<file path="src/rtl/vector_min_max_mean_std_defines.svh">
// Assertion macros shared by the vector statistics block
`ifndef VECTOR_MIN_MAX_MEAN_STD_DEFINES_SVH
`define VECTOR_MIN_MAX_MEAN_STD_DEFINES_SVH

// Antecedent implies consequent in the same cycle
`define VMMS_ASSERT_IMPLY(lbl, ante, cons) \
  lbl: assert property (@(posedge clk_i) disable iff (!rst_ni) (ante) |-> (cons)) \
    else $error("assertion failed");

// Condition never holds
`define VMMS_ASSERT_NEVER(lbl, cond) \
  lbl: assert property (@(posedge clk_i) disable iff (!rst_ni) !(cond)) \
    else $error("assertion failed");

`endif

</file>
<file path="src/rtl/vmms_pkg.sv">
package vmms_pkg;

  localparam int MaxItems   = 65536;
  localparam int SampleBits = 24;
  localparam int SampleW    = 24;
  localparam int CountW     = 17;
  localparam int SumW       = 40;
  localparam int SqW        = 63;
  localparam int StdW       = 23;
  localparam int QueueDepth = 2;
  localparam int DivSteps   = 64;
  localparam int SqrtSteps  = 32;

  typedef struct packed {
    logic signed [SampleW-1:0] sample;
    logic                      last;
  } in_t;

  typedef struct packed {
    logic signed [SampleW-1:0] smallest;
    logic signed [SampleW-1:0] largest;
    logic signed [SampleW-1:0] average;
    logic [StdW-1:0]           std_dev;
    logic [CountW-1:0]         item_count;
    logic                      overflow;
  } out_t;

  // Totals of one finished vector, handed from front to back
  typedef struct packed {
    logic signed [SampleW-1:0] min_v;
    logic signed [SampleW-1:0] max_v;
    logic signed [SumW-1:0]    sum;
    logic [SqW-1:0]            sumsq;
    logic [CountW-1:0]         count;
    logic                      ovf;
  } record_t;

  typedef enum logic [2:0] {
    B_IDLE,
    B_DIV_SUM,
    B_MSQ,
    B_DIV_SQ,
    B_VAR,
    B_SQRT,
    B_OUT
  } back_state_e;

endpackage

</file>
<file path="src/rtl/vector_min_max_mean_std.sv">
// Channel | Signals                       | Direction | Moves per transaction
// in      | in_valid_i in_stall_o in_data_i  | input  | one sample and last flag
// out     | out_valid_o out_stall_i out_data_o | output | statistics of one vector
//
// Samples are taken one per cycle while the result queue (two vectors) has room.
// In the back end each vector result takes two 64-step restoring divisions
// by the count and a 32-step square root.
// Reset (rst_ni low, asynchronous) clears the running totals, queue and output valid flag.
// in_stall_o is high while the queue is full; out_stall_i holds the output register.
`include "vector_min_max_mean_std_defines.svh"

module vector_min_max_mean_std #(
  parameter int MAX_ITEMS   = vmms_pkg::MaxItems,
  parameter int SAMPLE_BITS = vmms_pkg::SampleBits
) (
  input  logic           clk_i,
  input  logic           rst_ni,
  input  logic           in_valid_i,
  output logic           in_stall_o,
  input  vmms_pkg::in_t  in_data_i,
  output logic           out_valid_o,
  input  logic           out_stall_i,
  output vmms_pkg::out_t out_data_o
);

  logic              accept;
  logic              push, pop, full, avail;
  vmms_pkg::record_t rec_in, rec_out;

  assign in_stall_o = full;
  assign accept     = in_valid_i && !in_stall_o;

  // Front: running totals
  vmms_front #(
    .MAX_ITEMS  (MAX_ITEMS),
    .SAMPLE_BITS(SAMPLE_BITS)
  ) u_front (
    .clk_i   (clk_i),
    .rst_ni  (rst_ni),
    .accept_i(accept),
    .data_i  (in_data_i),
    .push_o  (push),
    .rec_o   (rec_in)
  );

  // Queue of finished vectors
  vmms_queue u_queue (
    .clk_i  (clk_i),
    .rst_ni (rst_ni),
    .push_i (push),
    .rec_i  (rec_in),
    .pop_i  (pop),
    .full_o (full),
    .avail_o(avail),
    .rec_o  (rec_out)
  );

  // Back: divide, square root, output register
  vmms_back u_back (
    .clk_i      (clk_i),
    .rst_ni     (rst_ni),
    .avail_i    (avail),
    .rec_i      (rec_out),
    .pop_o      (pop),
    .out_valid_o(out_valid_o),
    .out_stall_i(out_stall_i),
    .out_data_o (out_data_o)
  );

  // Checks
  `VMMS_ASSERT_NEVER(a_no_push_full, push && full)
  `VMMS_ASSERT_IMPLY(a_count_nonzero, out_valid_o, out_data_o.item_count != '0)
  `VMMS_ASSERT_IMPLY(a_min_le_max, out_valid_o, out_data_o.smallest <= out_data_o.largest)

endmodule

</file>
<file path="src/rtl/vmms_front.sv">
module vmms_front #(
  parameter int MAX_ITEMS   = vmms_pkg::MaxItems,
  parameter int SAMPLE_BITS = vmms_pkg::SampleBits
) (
  input  logic              clk_i,
  input  logic              rst_ni,
  input  logic              accept_i,
  input  vmms_pkg::in_t     data_i,
  output logic              push_o,
  output vmms_pkg::record_t rec_o
);

  localparam logic signed [vmms_pkg::SampleW-1:0] TopS =
    vmms_pkg::SampleW'((64'd1 << (SAMPLE_BITS - 1)) - 64'd1);
  localparam logic signed [vmms_pkg::SampleW-1:0] BotS = ~TopS;
  localparam logic [vmms_pkg::CountW-1:0] MaxCnt = vmms_pkg::CountW'(MAX_ITEMS);

  logic signed [vmms_pkg::SampleW-1:0]   min_q, max_q;
  logic signed [vmms_pkg::SumW-1:0]      sum_q;
  logic [vmms_pkg::SqW-1:0]              sq_q;
  logic [vmms_pkg::CountW-1:0]           cnt_q;
  logic                                  ovf_q;
  logic signed [SAMPLE_BITS-1:0]         s_narrow;
  logic signed [vmms_pkg::SampleW-1:0]   s;
  logic signed [2*vmms_pkg::SampleW-1:0] s_sq;
  logic                                  room;
  vmms_pkg::record_t                     upd;

  // Sign-extend the used sample bits, square, and fold into the totals
  always_comb begin
    s_narrow  = data_i.sample[SAMPLE_BITS-1:0];
    s         = vmms_pkg::SampleW'(s_narrow);
    s_sq      = s * s;
    room      = cnt_q < MaxCnt;
    upd.min_v = min_q;
    upd.max_v = max_q;
    upd.sum   = sum_q;
    upd.sumsq = sq_q;
    upd.count = cnt_q;
    upd.ovf   = ovf_q;
    if (room) begin
      if (s < min_q) upd.min_v = s;
      if (s > max_q) upd.max_v = s;
      upd.sum   = sum_q + vmms_pkg::SumW'(s);
      upd.sumsq = sq_q + vmms_pkg::SqW'(unsigned'(s_sq));
      upd.count = cnt_q + 1'b1;
    end else begin
      upd.ovf = 1'b1;
    end
  end

  assign push_o = accept_i && data_i.last;
  assign rec_o  = upd;

  // Totals register; cleared after the last sample of a vector
  always_ff @(posedge clk_i or negedge rst_ni) begin
    if (!rst_ni) begin
      min_q <= TopS;
      max_q <= BotS;
      sum_q <= '0;
      sq_q  <= '0;
      cnt_q <= '0;
      ovf_q <= 1'b0;
    end else if (accept_i) begin
      if (data_i.last) begin
        min_q <= TopS;
        max_q <= BotS;
        sum_q <= '0;
        sq_q  <= '0;
        cnt_q <= '0;
        ovf_q <= 1'b0;
      end else begin
        min_q <= upd.min_v;
        max_q <= upd.max_v;
        sum_q <= upd.sum;
        sq_q  <= upd.sumsq;
        cnt_q <= upd.count;
        ovf_q <= upd.ovf;
      end
    end
  end

endmodule

</file>
<file path="src/rtl/vmms_queue.sv">
module vmms_queue (
  input  logic              clk_i,
  input  logic              rst_ni,
  input  logic              push_i,
  input  vmms_pkg::record_t rec_i,
  input  logic              pop_i,
  output logic              full_o,
  output logic              avail_o,
  output vmms_pkg::record_t rec_o
);

  localparam int PtrW = $clog2(vmms_pkg::QueueDepth);
  localparam int LvlW = $clog2(vmms_pkg::QueueDepth + 1);

  vmms_pkg::record_t mem_q [vmms_pkg::QueueDepth];
  logic [PtrW-1:0]   wr_q, rd_q;
  logic [LvlW-1:0]   lvl_q;

  assign full_o  = lvl_q == LvlW'(vmms_pkg::QueueDepth);
  assign avail_o = lvl_q != '0;
  assign rec_o   = mem_q[rd_q];

  // Entry storage
  always_ff @(posedge clk_i) begin
    if (push_i) mem_q[wr_q] <= rec_i;
  end

  // Pointers and fill level
  always_ff @(posedge clk_i or negedge rst_ni) begin
    if (!rst_ni) begin
      wr_q  <= '0;
      rd_q  <= '0;
      lvl_q <= '0;
    end else begin
      if (push_i) wr_q <= wr_q + 1'b1;
      if (pop_i) rd_q <= rd_q + 1'b1;
      if (push_i && !pop_i) lvl_q <= lvl_q + 1'b1;
      else if (pop_i && !push_i) lvl_q <= lvl_q - 1'b1;
    end
  end

endmodule

</file>
<file path="src/rtl/vmms_back.sv">
module vmms_back (
  input  logic              clk_i,
  input  logic              rst_ni,
  input  logic              avail_i,
  input  vmms_pkg::record_t rec_i,
  output logic              pop_o,
  output logic              out_valid_o,
  input  logic              out_stall_i,
  output vmms_pkg::out_t    out_data_o
);

  localparam logic [63:0] SqrtTop = 64'd1 << 62;
  localparam logic [63:0] StdMax  = 64'((1 << vmms_pkg::StdW) - 1);

  vmms_pkg::back_state_e state_q, state_d;
  vmms_pkg::record_t     rec_q;
  logic [63:0]           dvd_q, dvd_d;
  logic [15:0]           rem_q;
  logic [16:0]           rem_d, r;
  logic                  ge;
  logic [5:0]            cnt_q, cnt_d;
  logic signed [vmms_pkg::SampleW-1:0]   mean_q, mean_d;
  logic [2*vmms_pkg::SampleW-1:0]        msq_q, msq_d;
  logic [63:0]           avg_q, avg_d;
  logic [63:0]           v_q, v_d, root_q, root_d, bit_q, bit_d, t;
  logic                  load_rec;
  logic                  out_load;
  logic                  out_valid_q;
  vmms_pkg::out_t        out_q, out_d;
  logic [63:0]           q_signed;

  // One restoring division step and one square root step
  always_comb begin
    r     = {rem_q, dvd_q[63]};
    ge    = r >= rec_q.count;
    rem_d = ge ? r - rec_q.count : r;
    t     = root_q + bit_q;
  end

  assign q_signed = rec_q.sum[vmms_pkg::SumW-1] ? -{dvd_q[62:0], ge} : {dvd_q[62:0], ge};

  // Sequencer: next state and datapath loads
  always_comb begin
    state_d  = state_q;
    dvd_d    = dvd_q;
    cnt_d    = cnt_q;
    mean_d   = mean_q;
    msq_d    = msq_q;
    avg_d    = avg_q;
    v_d      = v_q;
    root_d   = root_q;
    bit_d    = bit_q;
    load_rec = 1'b0;
    out_load = 1'b0;
    out_d    = out_q;
    pop_o    = 1'b0;
    case (state_q)
      vmms_pkg::B_IDLE: begin
        if (avail_i) begin
          pop_o    = 1'b1;
          load_rec = 1'b1;
          state_d  = vmms_pkg::B_DIV_SUM;
        end
      end
      vmms_pkg::B_DIV_SUM: begin
        dvd_d = {dvd_q[62:0], ge};
        cnt_d = cnt_q + 1'b1;
        if (cnt_q == 6'(vmms_pkg::DivSteps - 1)) begin
          mean_d  = (rec_q.count == '0) ? '0 : vmms_pkg::SampleW'(q_signed);
          state_d = vmms_pkg::B_MSQ;
        end
      end
      vmms_pkg::B_MSQ: begin
        msq_d   = unsigned'((2*vmms_pkg::SampleW)'(mean_q) *
                            (2*vmms_pkg::SampleW)'(mean_q));
        dvd_d   = 64'(rec_q.sumsq);
        cnt_d   = '0;
        state_d = vmms_pkg::B_DIV_SQ;
      end
      vmms_pkg::B_DIV_SQ: begin
        dvd_d = {dvd_q[62:0], ge};
        cnt_d = cnt_q + 1'b1;
        if (cnt_q == 6'(vmms_pkg::DivSteps - 1)) begin
          avg_d   = (rec_q.count == '0) ? '0 : {dvd_q[62:0], ge};
          state_d = vmms_pkg::B_VAR;
        end
      end
      vmms_pkg::B_VAR: begin
        v_d     = (avg_q > 64'(msq_q)) ? avg_q - 64'(msq_q) : '0;
        root_d  = '0;
        bit_d   = SqrtTop;
        cnt_d   = '0;
        state_d = vmms_pkg::B_SQRT;
      end
      vmms_pkg::B_SQRT: begin
        if (v_q >= t) begin
          v_d    = v_q - t;
          root_d = (root_q >> 1) + bit_q;
        end else begin
          root_d = root_q >> 1;
        end
        bit_d = bit_q >> 2;
        cnt_d = cnt_q + 1'b1;
        if (cnt_q == 6'(vmms_pkg::SqrtSteps - 1)) state_d = vmms_pkg::B_OUT;
      end
      vmms_pkg::B_OUT: begin
        if (!out_valid_q || !out_stall_i) begin
          out_load         = 1'b1;
          out_d.smallest   = rec_q.min_v;
          out_d.largest    = rec_q.max_v;
          out_d.average    = mean_q;
          out_d.std_dev    = (root_q > StdMax) ? vmms_pkg::StdW'(StdMax)
                                               : root_q[vmms_pkg::StdW-1:0];
          out_d.item_count = rec_q.count;
          out_d.overflow   = rec_q.ovf;
          state_d          = vmms_pkg::B_IDLE;
        end
      end
      default: state_d = vmms_pkg::B_IDLE;
    endcase
  end

  // Control registers
  always_ff @(posedge clk_i or negedge rst_ni) begin
    if (!rst_ni) begin
      state_q     <= vmms_pkg::B_IDLE;
      out_valid_q <= 1'b0;
    end else begin
      state_q <= state_d;
      if (out_load) out_valid_q <= 1'b1;
      else if (!out_stall_i) out_valid_q <= 1'b0;
    end
  end

  // Datapath registers
  always_ff @(posedge clk_i) begin
    if (load_rec) begin
      rec_q <= rec_i;
      dvd_q <= 64'(unsigned'(rec_i.sum[vmms_pkg::SumW-1] ? -rec_i.sum : rec_i.sum));
      rem_q <= '0;
      cnt_q <= '0;
    end else begin
      dvd_q <= dvd_d;
      cnt_q <= cnt_d;
      if (state_q == vmms_pkg::B_DIV_SUM || state_q == vmms_pkg::B_DIV_SQ)
        rem_q <= rem_d[15:0];
      else
        rem_q <= '0;
    end
    mean_q <= mean_d;
    msq_q  <= msq_d;
    avg_q  <= avg_d;
    v_q    <= v_d;
    root_q <= root_d;
    bit_q  <= bit_d;
    out_q  <= out_d;
  end

  assign out_valid_o = out_valid_q;
  assign out_data_o  = out_q;

endmodule
</file>
<file path="config.mk">
export PLATFORM = sky130hd
export DESIGN_NAME = vector_min_max_mean_std
export DESIGN_NICKNAME = d
export VERILOG_FILES = /design/src/rtl/vmms_pkg.sv /design/src/rtl/vector_min_max_mean_std.sv /design/src/rtl/vmms_front.sv /design/src/rtl/vmms_queue.sv /design/src/rtl/vmms_back.sv
export VERILOG_INCLUDE_DIRS = /design/src /design/src/rtl
export SDC_FILE = /design/constraint.sdc
export NUM_CORES = 2
export LEC_CHECK = 0
export BUFFER_PORTS_ARGS = -buffer_cell sky130_fd_sc_hd__clkbuf_2
export CORE_ASPECT_RATIO = 1.1
export CORE_MARGIN = 8
export CORE_UTILIZATION = 30
export CTS_CLUSTER_SIZE = 24
export DETAILED_ROUTE_END_ITERATION = 12
export SKIP_CTS_REPAIR_TIMING = 1
export SLEW_MARGIN = 5
export SYNTH_ARGS = -nofsm -noshare
export SYNTH_HDL_FRONTEND = slang
export SYNTH_SLANG_ARGS = --single-unit
</file>
<file path="constraint.sdc">
create_clock -name clk_i -period 28.1 [get_ports clk_i]
set_input_delay 0 -clock clk_i [delete_from_list [all_inputs] [get_ports clk_i]]
set_output_delay 0 -clock clk_i [all_outputs]
set_load 0.02 [all_outputs]
</file>
# Yosys cells after proc, flatten, opt, wreduce, memory -nomap -nowiden
# Memory sizes are Yosys's and may differ from the RTL's.
# Cells that the tools add are included.
# classes
mul	2
magnitude_cmp	7
n_reduce_logical	28
bitwise_logic	1
muxes	38
addsub	15
n_eq_ne	16
# op_table
cell	count
$pmux 64 s2	4
$mux 64	3
$mux 168	1
$mux 24	5
$mux 40	3
$mul 24x24->48	2
$add 63x64->64	1
$add 64x64->64	1
$ge 64x64->1	1
$gt 64x23->1 const B	1
$gt 64x48->1	1
$sub 64x48->64	1
$sub 64x64->64	1
$add 63x48->63	1
$mux 63	1
$add 40x24->40	1
$neg 40->40	1
$gt 24x24->1	1
$lt 24x24->1	1
$neg 24->24	1
$pmux 3 s7	1
$add 17x1->17 const B	1
$ge 17x17->1	1
$logic_not 17->1	1
other kinds (31)	71
# word_totals
ramBits	338
n_memories	1
output_inout_bits	115
regBits	873
# memory_table
name	words	width	read_ports	rd_clocked_by_memory_dff	wr	line	rtl
u_queue.mem_q	2	169	1	0	1	vmms_queue.sv:15	vmms_pkg::record_t mem_q [vmms_pkg::QueueDepth];

# Logic depth before layout (Yosys ltp)
# depth
ltp_word	8
ltp_mapped	40

# Hierarchy
# A second synthesis with hierarchy kept.
# unflattened
hier_cells	9715
area_unflattened_um2	101302.2
# by_module_without_submodules
mod	seq_area_each_um2	n_inst	cells_each	area_per_inst_um2
vmms_back	18377.6	1	5471	55365.6
vmms_front	4259.1	1	3701	33135.5
vmms_queue	10249.8	1	542	12787.3
vector_min_max_mean_std	0.0	1	1	13.8

# Worst setup path after synthesis
# No wires, ideal clock.
# synth_path
kind	flip-flop to flip-flop
startpoint	register u_back.bit_q[0]
endpoint	register u_back.v_q[0], enable pin
required_ps	27516
arrival_ps	9407
period_less_slack_ps	9991
path_buffers	2
stages_incl_launch_ff	24
slack_ps	18109
cell_sequence	edfxtp_1 ha_1 ha_1 a21o_1 and3_1 o41ai_1 o21bai_1 a21o_1 a21o_1 a31o_2 nand2_1 xor2_1 ha_1 and2_1 nand3_1 nor4_1 nand2_1 o21ai_0 nor2_1 o211ai_2 a211oi_4 buf_2 buf_6 a21boi_0
# synth_between
elab_chain_cells	4
# synth_rtl
element	line	rtl
start, declared	vmms_back.sv:25	logic [63:0] v_q, v_d, root_q, root_d, bit_q, bit_d, t;
start signal, assigned	vmms_back.sv:155	bit_q <= bit_d;
$add 64x64->64	vmms_back.sv:37	t = root_q + bit_q;
$ge 64x64->1	vmms_back.sv:96	if (v_q >= t) begin
$ne 2x1->1 (no line)	--	
$reduce_and 2->1 (no line)	--	
end signal, assigned	vmms_back.sv:153	v_q <= v_d;
end, declared	vmms_back.sv:25	
# No other way between the ends.
# A chain may end at the register's enable or synchronous reset.

==> run_results.csv <==
group,metric,value,unit
outcome,outcome,"complete, but fails checks",
outcome,violations,"hold timing",
grt,grt_max_degree,131,
routing,drt_iter0_markers,4162,
worst_setup_path,regToRegSetupSlack,19.49,ns
worst_setup_path,r2r_cells,23,
timing,report.final.slew_viol_count,0,
grt,grt_pass1_wl,408000,um
synth,avgSynthCellArea,10.3,um^2
final_layout,layout_common_cells,"inv_1 (1484), fa_1 (1120), nand2_1 (933)",
timing,finalCritPeriodShare,35.7,%
routing,num_vias,68980,
synth,synthFlopType,"edfxtp_1",
grt,track_usage,14.3,%
worst_setup_path,worstSetupPathType,"in2reg",
clocking,cts_buffers,138,
synth,ys_warn_count,0,
timing,fin_setup_tns,0,ns
routing,dr.pass1.iters,6,
floorplan,pin_count,144,
final_layout,nets,11498,
clocking,clockBufferDepth,4,
worst_setup_path,crit_slowest_cell,"clkbuf_2",
final_layout,post-route-util,33.3,%
synth,syn_inst,9711,
worst_setup_path,critPathLaunch,"in_data_i[2]",
timing,worst_clock_skew,0.112,ns
placement,io_buffer_count,143,
timing,worst_slack,18.08,ns
timing,tightest_slew,1.07,ns
clocking,root_buffer,"clkbuf_16",
routing,wl_per_cell,18.3,um
placement,dp_slack,17.56,ns
worst_setup_path,timing.rr.start,"u_back.mean_q[8]",
worst_setup_path,rr_endpoint,"u_back.msq_q[45]",
synth,synth_edf_count,916,
synth,synth_top_area_share,27.5,%
final_layout,final_common_cell,"inv_1",
placement,dp_hpwl,194000,um
timing,slew_headroom,28.6,%
job,drv_cap,0,
floorplan,fp.dieH,622,um
timing,layout_min_cycle_time,10.02,ns
clocking,clock_latency,0.85,ns
timing,rsz0062_at_grt,"no",
final_layout,area_delta_synth_final,10.3,%
worst_setup_path,cp.required,28.60,ns
timing,whs,-0.0135,ns
timing,setup_viol,0,
placement,place_congestion,0.892,
synth,yosysTopAreaCell,"edfxtp_1",
clocking,cts_max_level,4,
timing,hold_viol,1,
grt,gr-total-overflow,0,
synth,ys_seq_area_share,32.8,%
routing,wl,260000,um
worst_setup_path,path_common_cell,"fa_1",
floorplan,initial_core_util,30.1,%
floorplan,rows,222,
hold_path,hold_path.class,"in2reg",
synth,synth.net_count,11488,
synth,yosys-top-cells-area,"edfxtp_1 (27%), fa_1 (22%), ha_1 (7.8%)",
routing,via_per_inst,4.86,
grt,antenna_found_initial,5,
clocking,cts.sinks,1139,
synth,synth_seq_cells,1139,
floorplan,die_x,567,um
worst_setup_path,crit_arrival,10.52,ns
worst_setup_path,endpoint,"u_queue.mem_q[0][80]",
routing,drc,0,
worst_setup_path,crit_path_max_incr_delay,0.60,ns
grt,grt_pass1_vias,71218,
clocking,cts_tree,"built",
floorplan,dieArea,0.353,mm^2
synth,synthesis.area,0.100,mm^2
synth,synth.distinct_cells,97,
clocking,clkTransAtPathRegs,0.06,ns
routing,ant_nets,0,
worst_setup_path,crit_fanout,27,
synth,postSynth.asyncResetShare,15.5,%
worst_setup_path,start_kind,"input port",
worst_setup_path,end_kind,"register",
timing,timing.fmax,99.8,MHz
final_layout,drive_gt1_share,7.26,%
floorplan,core,0.332,mm^2
==> per-stage QoR <==
step,cells,cell area [um^2]
finish,14198,110000
global route,14197,110000
CTS,14170,110000
detailed placement,13923,106000
global placement,13923,106000
floorplan,9711,100000
==> Yosys cell counts, types with 103 or more instances <==
library cell  number
dfrtp_1          153
nand2b_1         107
nor2_1           434
nand3_1          103
nor2b_1          138
edfxtp_1         916
clkbuf_1         342
and2_1           243
inv_1           1486
xor2_1           240
xnor2_1          269
ha_1             628
o21ai_0          436
mux2_2           149
fa_1            1120
a31oi_1          134
nand2_1          935
a21oi_1          446
a21o_1           236
==> sequential cells by signal (all words and copies together), names as in the netlist <==
name / count
u_back.v_q: 64
u_back.rec_q: 130
u_back.avg_q: 64
u_queue.lvl_q: 2
u_front.max_q: 24
u_front.min_q: 24
u_back.dvd_q: 64
u_back.msq_q: 47
u_back.cnt_q: 6
u_back.out_valid_o: 1
u_back.mean_q: 24
u_queue.mem_q: 338
u_back.out_data_o: 113
u_back.rem_q: 16
u_queue.wr_q: 1
u_back.state_q: 3
u_front.sum_q: 40
u_front.cnt_q: 17
u_queue.rd_q: 1
u_front.sq_q: 63
u_back.bit_q: 32
u_front.ovf_q: 1
u_back.root_q: 64
==> logic make-up after synthesis <==
kind of cell | after synthesis | share of synthesized area, %
simple gates | 2353 | 11.2
buf+inv | 1884 | 7.13
compound gates | 1866 | 11.9
fa+ha+maj | 1748 | 30.2
flops | 1139 | 32.8
xor+xnor | 509 | 4.45
mux | 212 | 2.31
==> critical path, delay by kind of cell <==
kind | cells | cell delay (ns)
AO/OA/AOI/OAI | 8 | 2.34
XOR/XNOR | 2 | 0.31
adder cells (fa/ha/maj) | 9 | 4.25
buffers and inverters | 7 | 1.75
AND/OR/NAND/NOR | 9 | 1.82
==> per-layer routing <==
| layer | global-route usage [%] | routed length (um) | vias up | share of wire, % |
|---|---|---|---|---|
| li1 | - | - | 32640 | - |
| met1 | 18.5 | 112000 | 34447 | 43 |
| met2 | 24.8 | 127000 | 1501 | 49 |
| met3 | 1.95 | 12200 | 388 | 4.7 |
| met4 | 4.49 | 8720 | 4 | 3.4 |
| met5 | 0 | 27 | - | 0.010 |
==> area by class of cell <==
| type | count | area [um^2] |
|---|---|---|
| Antenna cell | 2 | 5.00 |
| Clock buffer | 175 | 3720 |
| Clock inverter | 72 | 843 |
| Fill cell | 33684 | 222000 |
| Inverter | 1487 | 5590 |
| Multi-Input combinational cell | 6688 | 60200 |
| Sequential cell | 1139 | 32900 |
| Tap cell | 4368 | 5470 |
| Timing Repair Buffer | 267 | 1750 |
==> worst min-delay path by stage <==
stage / to / cells past startpoint / slack, ns / startpoint
final: u_front.min_q[0] / 3 / -0.01 / in_data_i[1]
after global routing: u_front.max_q[0] / 3 / 0.02 / in_data_i[1]
after CTS: u_front.sum_q[2] / 1 / -0.79 / rst_ni
after detailed placement: u_front.max_q[7] / 1 / 0.1 / rst_ni
after global placement: u_front.max_q[7] / 1 / 0.11 / rst_ni
after floorplan: u_back.out_valid_o / 0 / -0.30 / rst_ni
Power is left out: the tool's default activity adds up to more than one toggle a clock period on the data nets, which glitch-free logic cannot reach.
